--- src/rtl/core/u2u8_pkg.sv ---
// ----------------------------------------------------------------------------
// u2u8_pkg
// Shared types, constants and the code point encoder for the UTF-16 to UTF-8
// transcoder.
// ----------------------------------------------------------------------------
package u2u8_pkg;

  localparam int unsigned MaxEntries = 4;

  // top six bits of a surrogate code unit
  localparam logic [5:0] HiSurrTag = 6'h36;  // 0xD800..0xDBFF
  localparam logic [5:0] LoSurrTag = 6'h37;  // 0xDC00..0xDFFF

  // 0x10000 + (high_bits << 10) is (high_bits + 64) << 10
  localparam logic [10:0] SuppOffset = 11'd64;

  localparam logic [20:0] OneByteMax   = 21'h00007F;
  localparam logic [20:0] TwoByteMax   = 21'h0007FF;
  localparam logic [20:0] ThreeByteMax = 21'h00FFFF;

  localparam logic [2:0] LeadTwo   = 3'b110;
  localparam logic [3:0] LeadThree = 4'b1110;
  localparam logic [4:0] LeadFour  = 5'b11110;
  localparam logic [1:0] ContTag   = 2'b10;

  // one output byte with its error flag
  typedef struct packed {
    logic       bad;
    logic [7:0] byt;
  } ent_t;

  // all results caused by one accepted item
  typedef struct packed {
    logic                      eos;
    logic [2:0]                cnt;
    ent_t [MaxEntries-1:0]     ent;
  } run_t;

  localparam ent_t ErrEnt = '{bad: 1'b1, byt: 8'h00};

  function automatic run_t enc_cp(input logic [20:0] cp);
    run_t r;
    r = '0;
    if (cp <= OneByteMax) begin
      r.cnt    = 3'd1;
      r.ent[0] = '{bad: 1'b0, byt: cp[7:0]};
    end else if (cp <= TwoByteMax) begin
      r.cnt    = 3'd2;
      r.ent[0] = '{bad: 1'b0, byt: {LeadTwo, cp[10:6]}};
      r.ent[1] = '{bad: 1'b0, byt: {ContTag, cp[5:0]}};
    end else if (cp <= ThreeByteMax) begin
      r.cnt    = 3'd3;
      r.ent[0] = '{bad: 1'b0, byt: {LeadThree, cp[15:12]}};
      r.ent[1] = '{bad: 1'b0, byt: {ContTag, cp[11:6]}};
      r.ent[2] = '{bad: 1'b0, byt: {ContTag, cp[5:0]}};
    end else begin
      r.cnt    = 3'd4;
      r.ent[0] = '{bad: 1'b0, byt: {LeadFour, cp[20:18]}};
      r.ent[1] = '{bad: 1'b0, byt: {ContTag, cp[17:12]}};
      r.ent[2] = '{bad: 1'b0, byt: {ContTag, cp[11:6]}};
      r.ent[3] = '{bad: 1'b0, byt: {ContTag, cp[5:0]}};
    end
    return r;
  endfunction

endpackage

--- src/rtl/core/u2u8_front.sv ---
// ----------------------------------------------------------------------------
// u2u8_front
// Accepts code units, tracks a held high surrogate and turns each item into
// a run descriptor of up to four result bytes.
// ----------------------------------------------------------------------------
module u2u8_front import u2u8_pkg::*; (
  input  logic        clk_i,
  input  logic        rst_ni,
  input  logic        in_valid_i,
  output logic        in_ready_o,
  input  logic [15:0] code_unit_i,
  input  logic        eos_i,
  input  logic        q_full_i,
  output logic        q_push_o,
  output run_t        q_data_o
);

  logic       pend_q, pend_d;
  logic [9:0] pend_bits_q, pend_bits_d;
  logic       accept;
  logic       is_high, is_low;
  logic [20:0] supp_cp;
  run_t       main_run, run;

  assign in_ready_o = !q_full_i;
  assign accept     = in_valid_i && !q_full_i;

  assign is_high = code_unit_i[15:10] == HiSurrTag;
  assign is_low  = code_unit_i[15:10] == LoSurrTag;
  assign supp_cp = {11'(pend_bits_q) + SuppOffset, code_unit_i[9:0]};

  always_comb begin
    main_run = '0;
    if (pend_q && is_low) begin
      main_run = enc_cp(supp_cp);
    end else if (is_high) begin
      if (eos_i) begin
        main_run.cnt    = 3'd1;
        main_run.ent[0] = ErrEnt;
      end
    end else begin
      main_run = enc_cp({5'd0, code_unit_i});
    end

    run = main_run;
    // dropped held surrogate goes out first as an error byte
    if (pend_q && !is_low) begin
      run.cnt    = main_run.cnt + 3'd1;
      run.ent[0] = ErrEnt;
      run.ent[1] = main_run.ent[0];
      run.ent[2] = main_run.ent[1];
      run.ent[3] = main_run.ent[2];
    end
    run.eos = eos_i;
  end

  assign q_push_o = accept && (run.cnt != 3'd0);
  assign q_data_o = run;

  always_comb begin
    pend_d      = pend_q;
    pend_bits_d = pend_bits_q;
    if (accept) begin
      if (is_high && !is_low && !(pend_q && is_low) && !eos_i) begin
        pend_d      = 1'b1;
        pend_bits_d = code_unit_i[9:0];
      end else begin
        pend_d      = 1'b0;
        pend_bits_d = '0;
      end
    end
  end

  always_ff @(posedge clk_i or negedge rst_ni) begin
    if (!rst_ni) begin
      pend_q      <= 1'b0;
      pend_bits_q <= '0;
    end else begin
      pend_q      <= pend_d;
      pend_bits_q <= pend_bits_d;
    end
  end

  // a held surrogate followed by a low one always yields four bytes
  assert property (@(posedge clk_i) disable iff (!rst_ni)
    (accept && pend_q && is_low) |-> (q_push_o && run.cnt == 3'd4))
    else $error("surrogate pair did not produce four bytes");

  // an item ending the string always leaves something for the back end
  assert property (@(posedge clk_i) disable iff (!rst_ni)
    (accept && eos_i) |-> q_push_o)
    else $error("end of string produced no result");

  // nothing is held after an item that ends the string
  assert property (@(posedge clk_i) disable iff (!rst_ni)
    (accept && eos_i) |=> !pend_q)
    else $error("surrogate held across end of string");

endmodule

--- src/rtl/core/u2u8_fifo.sv ---
// ----------------------------------------------------------------------------
// u2u8_fifo
// Short register queue of run descriptors between front and back ends.
// ----------------------------------------------------------------------------
module u2u8_fifo import u2u8_pkg::*; #(
  parameter int unsigned Depth = 4
) (
  input  logic clk_i,
  input  logic rst_ni,
  input  logic push_i,
  input  run_t push_data_i,
  output logic full_o,
  input  logic pop_i,
  output run_t head_o,
  output logic empty_o
);

  localparam int unsigned PtrW = (Depth > 1) ? $clog2(Depth) : 1;
  localparam int unsigned CntW = $clog2(Depth + 1);

  run_t            mem_q [Depth];
  logic [PtrW-1:0] wr_ptr_q, wr_ptr_d;
  logic [PtrW-1:0] rd_ptr_q, rd_ptr_d;
  logic [CntW-1:0] cnt_q, cnt_d;
  logic            do_push, do_pop;

  assign full_o  = cnt_q == CntW'(Depth);
  assign empty_o = cnt_q == '0;
  assign head_o  = mem_q[rd_ptr_q];
  assign do_push = push_i && !full_o;
  assign do_pop  = pop_i && !empty_o;

  always_comb begin
    wr_ptr_d = wr_ptr_q;
    rd_ptr_d = rd_ptr_q;
    cnt_d    = cnt_q;
    if (do_push) begin
      wr_ptr_d = (wr_ptr_q == PtrW'(Depth - 1)) ? '0 : wr_ptr_q + 1'b1;
    end
    if (do_pop) begin
      rd_ptr_d = (rd_ptr_q == PtrW'(Depth - 1)) ? '0 : rd_ptr_q + 1'b1;
    end
    unique case ({do_push, do_pop})
      2'b10:   cnt_d = cnt_q + 1'b1;
      2'b01:   cnt_d = cnt_q - 1'b1;
      default: cnt_d = cnt_q;
    endcase
  end

  always_ff @(posedge clk_i or negedge rst_ni) begin
    if (!rst_ni) begin
      wr_ptr_q <= '0;
      rd_ptr_q <= '0;
      cnt_q    <= '0;
    end else begin
      wr_ptr_q <= wr_ptr_d;
      rd_ptr_q <= rd_ptr_d;
      cnt_q    <= cnt_d;
    end
  end

  always_ff @(posedge clk_i) begin
    if (do_push) begin
      mem_q[wr_ptr_q] <= push_data_i;
    end
  end

  assert property (@(posedge clk_i) disable iff (!rst_ni)
    !(push_i && full_o))
    else $error("push into full queue");

  assert property (@(posedge clk_i) disable iff (!rst_ni)
    cnt_q <= CntW'(Depth))
    else $error("queue count out of range");

  // pointers are equal when the queue is empty
  assert property (@(posedge clk_i) disable iff (!rst_ni)
    empty_o |-> (wr_ptr_q == rd_ptr_q))
    else $error("queue pointers disagree with empty count");

endmodule

--- src/rtl/core/u2u8_back.sv ---
// ----------------------------------------------------------------------------
// u2u8_back
// Walks the run at the queue head and sends one byte per cycle, while the
// output is not stalled, through a registered output stage.
// ----------------------------------------------------------------------------
module u2u8_back import u2u8_pkg::*; (
  input  logic       clk_i,
  input  logic       rst_ni,
  input  run_t       head_i,
  input  logic       empty_i,
  output logic       pop_o,
  output logic       out_valid_o,
  input  logic       out_ready_i,
  output logic [7:0] out_byte_o,
  output logic       out_last_o,
  output logic       out_bad_o,
  output logic       out_done_o
);

  logic [1:0] idx_q, idx_d;
  logic       out_valid_q, out_valid_d;
  logic [7:0] out_byte_q;
  logic       out_last_q, out_bad_q, out_done_q;
  logic       adv, emit, last_ent;
  ent_t       cur;

  assign adv      = !out_valid_q || out_ready_i;
  assign emit     = adv && !empty_i;
  assign cur      = head_i.ent[idx_q];
  assign last_ent = {1'b0, idx_q} == 3'(head_i.cnt - 3'd1);
  assign pop_o    = emit && last_ent;

  always_comb begin
    idx_d       = idx_q;
    out_valid_d = out_valid_q;
    if (adv) begin
      out_valid_d = !empty_i;
    end
    if (emit) begin
      idx_d = last_ent ? '0 : idx_q + 1'b1;
    end
  end

  always_ff @(posedge clk_i or negedge rst_ni) begin
    if (!rst_ni) begin
      idx_q       <= '0;
      out_valid_q <= 1'b0;
    end else begin
      idx_q       <= idx_d;
      out_valid_q <= out_valid_d;
    end
  end

  always_ff @(posedge clk_i) begin
    if (emit) begin
      out_byte_q <= cur.byt;
      out_bad_q  <= cur.bad;
      out_last_q <= last_ent;
      out_done_q <= last_ent && head_i.eos;
    end
  end

  assign out_valid_o = out_valid_q;
  assign out_byte_o  = out_byte_q;
  assign out_last_o  = out_last_q;
  assign out_bad_o   = out_bad_q;
  assign out_done_o  = out_done_q;

  assert property (@(posedge clk_i) disable iff (!rst_ni)
    !empty_i |-> ({1'b0, idx_q} < head_i.cnt))
    else $error("byte index beyond run length");

  assert property (@(posedge clk_i) disable iff (!rst_ni)
    (out_valid_q && out_bad_q) |-> (out_byte_q == 8'h00))
    else $error("error item carries a nonzero byte");

  assert property (@(posedge clk_i) disable iff (!rst_ni)
    (out_valid_q && out_done_q) |-> out_last_q)
    else $error("string end not on last byte of run");

endmodule

--- src/rtl/core/utf16_to_utf8_transcoder.sv ---
// an accepted item is written to the run queue, and the back end registers each of its bytes in the output stage
// throughput: one code unit per cycle while the run queue has room; the
//   output side sends one byte per cycle while the sink is ready, and an
//   item yields up to 4 bytes
// reset: asynchronous active low, empties the queue and drops a held surrogate
// ----------------------------------------------------------------------------
// utf16_to_utf8_transcoder
// Stream transcoder from UTF-16 code units to UTF-8 bytes with unpaired high
// surrogate reporting; a lone low surrogate is encoded as three bytes.
// ----------------------------------------------------------------------------
module utf16_to_utf8_transcoder import u2u8_pkg::*; #(
  parameter int unsigned QueueDepth = 4
) (
  input  logic        clk_i,
  input  logic        rst_ni,
  input  logic        s_axis_tvalid_i,
  output logic        s_axis_tready_o,
  input  logic [15:0] s_axis_tdata_i,  // [15:0] code_unit
  input  logic        s_axis_tlast_i,  // end_of_string
  output logic        m_axis_tvalid_o,
  input  logic        m_axis_tready_i,
  output logic [7:0]  m_axis_tdata_o,  // [7:0] out_byte
  output logic        m_axis_tlast_o,  // last_of_run
  output logic [1:0]  m_axis_tuser_o   // [0] bad_sequence, [1] string_done
);

  logic q_push, q_full, q_pop, q_empty;
  run_t q_wdata, q_head;
  logic out_bad, out_done;

  u2u8_front u_front (
    .clk_i       (clk_i),
    .rst_ni      (rst_ni),
    .in_valid_i  (s_axis_tvalid_i),
    .in_ready_o  (s_axis_tready_o),
    .code_unit_i (s_axis_tdata_i),
    .eos_i       (s_axis_tlast_i),
    .q_full_i    (q_full),
    .q_push_o    (q_push),
    .q_data_o    (q_wdata)
  );

  u2u8_fifo #(
    .Depth (QueueDepth)
  ) u_fifo (
    .clk_i       (clk_i),
    .rst_ni      (rst_ni),
    .push_i      (q_push),
    .push_data_i (q_wdata),
    .full_o      (q_full),
    .pop_i       (q_pop),
    .head_o      (q_head),
    .empty_o     (q_empty)
  );

  u2u8_back u_back (
    .clk_i       (clk_i),
    .rst_ni      (rst_ni),
    .head_i      (q_head),
    .empty_i     (q_empty),
    .pop_o       (q_pop),
    .out_valid_o (m_axis_tvalid_o),
    .out_ready_i (m_axis_tready_i),
    .out_byte_o  (m_axis_tdata_o),
    .out_last_o  (m_axis_tlast_o),
    .out_bad_o   (out_bad),
    .out_done_o  (out_done)
  );

  assign m_axis_tuser_o = {out_done, out_bad};

endmodule
--- config.mk ---
export PLATFORM = sky130hd
export DESIGN_NAME = utf16_to_utf8_transcoder
export DESIGN_NICKNAME = d
export VERILOG_FILES = /design/src/rtl/core/u2u8_pkg.sv /design/src/rtl/core/u2u8_front.sv /design/src/rtl/core/u2u8_fifo.sv /design/src/rtl/core/u2u8_back.sv /design/src/rtl/core/utf16_to_utf8_transcoder.sv
export SDC_FILE = /design/constraint.sdc
export NUM_CORES = 1
export LEC_CHECK = 0
export ABC_AREA = 1
export BUFFER_PORTS_ARGS = -buffer_cell sky130_fd_sc_hd__buf_2
export CAP_MARGIN = 20
export CORE_MARGIN = 1
export CORE_UTILIZATION = 50
export CTS_CLUSTER_DIAMETER = 120
export DETAILED_ROUTE_END_ITERATION = 8
export GPL_TIMING_DRIVEN = 0
export HOLD_SLACK_MARGIN = 0.06
export PLACE_DENSITY = 0.65
export SYNTH_ARGS = -nofsm -noshare
export SYNTH_HDL_FRONTEND = slang
export SYNTH_SLANG_ARGS = --single-unit
--- constraint.sdc ---
create_clock -name clk_i -period 8.74 [get_ports clk_i]
set_input_delay 0.437 -clock clk_i [delete_from_list [all_inputs] [get_ports clk_i]]
set_output_delay 0.437 -clock clk_i [all_outputs]
set_load 0.02 [all_outputs]
==> results.md <==
* Post-CTS sizing at 0
* Largest net degree at the start of global routing at 29
* Root Driver: clkbuf_16
* Iteration-0 DRC Markers at 667
* Slew at the pin closest to its max-slew limit at 0.706 ns
* Clk Latency, worst-skew pair at about 0.43 ns
* First-pass GRT wire length at between 30000 and 40000 um
* Vias/cell at 5.92
* Mapped Cells at 815
* CTS Sinks at 176
* Final nets at 905
* DRC at 0
* Die width at 133 um
* Grt ovf at 0
* Clk pin slew, worst setup/hold paths at 0.07 ns
* Row count at 47
* Gpl congestion at 0.930
* Critical Path End Type: flip-flop
* Longest Clk Path Bufs at 2
* Diodes inserted at 0
* Synth area leaders: edfxtp_1 55%, dfrtp_1 6.2%, o21ai_0 5.5%
* Main synth FF type: edfxtp_1
* DRT antenna net count at 0
* Num CTS Buffers at 17
* Post CTS Setup Buffer Count at 0
* Pwr Total at about 3000 uW
* Final worst path period need at 4.35 ns
* Worst relative slew slack at 0.529
* Area Overhead vs Synth at 14.7%
* Share of power burned in registers at 0.386
* Dpl hpwl at 17000 um
* Logic pwr share at 0.329
* PwrDens at about 310 nW/um^2
* Yosys reg bits at ~180
* Synth Net Count at 847
* H-tree levels at 4
* Switching part of the total at 0.360
* EDFF count, synth at 155
* CP startpoint kind: flip-flop
* Yosys top cell area share at 0.546
* Core area at 16600 um^2
* Crit path from: u_fifo.rd_ptr_q[0]$_DFFE_PN0P_
* Initial Util at 0.512
* Cell Int Power at roughly 1900 uW
* Synth warn at 0
* GRT Overall Usage at 0.287
* Setup CP Type: reg2reg
* RSZ-0062 raised after global routing: false
* Max Cap Viol at 0
* CP required at 9.04 ns
* Hold wc startpoint: m_axis_tready_i
* Layout cells sized above 1 at 0.153
* Die Ht at 133 um
* Avg Inst Size Synth at 10.5 um^2
* Die footprint at 17600 um^2
* Hold Crit Class: in2reg
* Clock power share at 0.284
* Sequential-to-total area share from yosys stat at 0.607
* Hold_buf cts at 1
* CTS tree: yes
* WL final at 24100 um
* Fin util at 0.588
* Initial antenna violation count at 0
* # IOs at 34
* Worst vdd ir at 0.160 mV
* Final setup fails at 0
* Port Buffers at 33
* Worst R2R Start: u_fifo.rd_ptr_q[0]$_DFFE_PN0P_
* Critical Path AT at 4.65 ns
* List of most frequent post-synthesis cells: 155 x edfxtp_1, 120 x nand2_1, 115 x nor2_1
* Synth Cell Area at 8530 um^2
* Yosys cell types at 46
* Final Hold Viols at 0
* Layout Skew at between 0.009 and 0.01 ns
* WL/cell at 21.8 um
* Top-count cell post-synth: edfxtp_1
* Period utilization at 0.497
* Max Freq at 230 MHz
* Outcome: finished, final reports clean
* Crit-path max FO at 10
* TNS Setup at 0 ns
* First drt pass iteration count at 5
* Vias in the first global route at approximately 6400
* Via count at 6549
* Static Leakage at between 0.003 and 0.004 uW
* Async SR Flop Fraction at 0.119
* Final Slew Violations at 0
* Post-synth top area cell: edfxtp_1
* Sw Pwr at 1090 uW
[layout by cell type, fill, tap and decap left out, drive strengths merged, types with 3 or more instances in the layout]
| master | Yosys | layout |
|---|---|---|
| dfrtp | 21 | 21 |
| o221ai | 23 | 23 |
| clkinvlp | 0 | 3 |
| or2 | 3 | 3 |
| bufinv | 0 | 6 |
| nand3 | 39 | 39 |
| buf | 7 | 45 |
| xor2 | 5 | 5 |
| o21ai | 96 | 96 |
| nand4 | 6 | 6 |
| inv | 65 | 70 |
| o22ai | 28 | 28 |
| o31ai | 3 | 3 |
| nand2 | 139 | 139 |
| clkbuf | 30 | 47 |
| edfxtp | 155 | 155 |
| a31oi | 4 | 4 |
| a21oi | 27 | 27 |
| nor2 | 131 | 131 |
| ha | 10 | 10 |
| o211ai | 11 | 11 |
| clkinv | 3 | 4 |
[cell type report]
cell class | instances | area (um^2)
plain buffers | 37 | 164
clock buffers | 17 | 425
clock inverters | 15 | 253
fillers | 1373 | 6860
inverters | 68 | 264
multi-input cells | 534 | 2960
flip-flops and latches | 176 | 5180
well taps | 220 | 275
repair buffers | 39 | 267
[worst paths after layout]
kind                                                 endpoint  slack [ns]  cells past startpoint
hold reg to reg                   u_fifo.cnt_q[1]$_DFFE_PN0P_        0.49                      2
setup reg to reg                  u_fifo.cnt_q[2]$_DFFE_PN0P_        4.39                     17
setup / recovery                  u_fifo.cnt_q[2]$_DFFE_PN0P_        4.39                     17
min in group asynchronous  u_front.pend_bits_q[4]$_DFFE_PN0P_        0.50                      2
hold / removal                 u_back.out_valid_o$_DFFE_PN0N_        0.21                      2
max in group asynchronous         u_back.idx_q[1]$_DFFE_PN0P_        7.90                      2
[state kept, by name, summed over array words and instances (netlist names)]
| signal | cells |
|---|---|
| u_fifo.mem_q | 144 |
| u_front.pend_bits_q | 10 |
| u_back.out_byte_o | 8 |
| u_fifo.cnt_q | 3 |
| u_back.idx_q | 2 |
| u_fifo.rd_ptr_q | 2 |
| u_fifo.wr_ptr_q | 2 |
| u_back.out_bad_o | 1 |
| u_back.out_done_o | 1 |
| u_back.out_last_o | 1 |
| u_back.out_valid_o | 1 |
| u_front.pend_q | 1 |
[per-layer routing]
layer | up-vias | share of wire | track usage
met3 | 33 | 0.067 | 0.0414
met2 | 309 | 0.49 | 0.476
li1 | 3000 | - | -
met5 | - | 0 | 0
met4 | 0 | 0.015 | 0.0849
met1 | 3207 | 0.43 | 0.393
[stage by stage]
stage	worst slack (ns)	cells	cell area, um^2	hold slack [ns]
after floorplan	4.62	815	8530	0.141
after global placement	2.89	1068	8970	0.412
after detailed placement	4.49	1073	9090	0.430
after CTS	4.43	1106	9780	0.199
after global routing	4.17	1106	9780	0.219
final	4.39	1106	9780	0.210
[cells by family after synthesis]
logic type      count (synthesis)  synth area share
compound gates                195             0.141
xor+xnor                        6           0.00616
fa+ha+maj                      11            0.0170
buf+inv                       105            0.0502
flops                         176             0.607
simple gates                  322             0.178
[power by group through the flow]
stage,Combinational (uW),Sequential [uW],Clock (uW)
3_5_place_dp,989,1190,0
5_1_grt,1080,1180,904
6_report,1000,1170,863
4_1_cts,993,1170,871
3_3_place_gp,918,1200,0
2_1_floorplan,578,1210,0
[worst max-delay path, cell delays in order (launching register included)]
cell      delay, ns
dfrtp_1        0.39
clkbuf_1       0.47
clkbuf_1       0.53
clkbuf_1       0.50
nand2_1        0.11
a32o_1         0.28
ha_1           0.28
xor2_1         0.14
nand2_1        0.09
nor2_1         0.12
nand2_1        0.11
inv_1          0.16
ha_1           0.16
inv_1          0.07
fa_1           0.40
a21oi_1        0.15
o21ai_0        0.11
xor2_1         0.15
No activity file was read; power rests on OpenSTA's default activity.
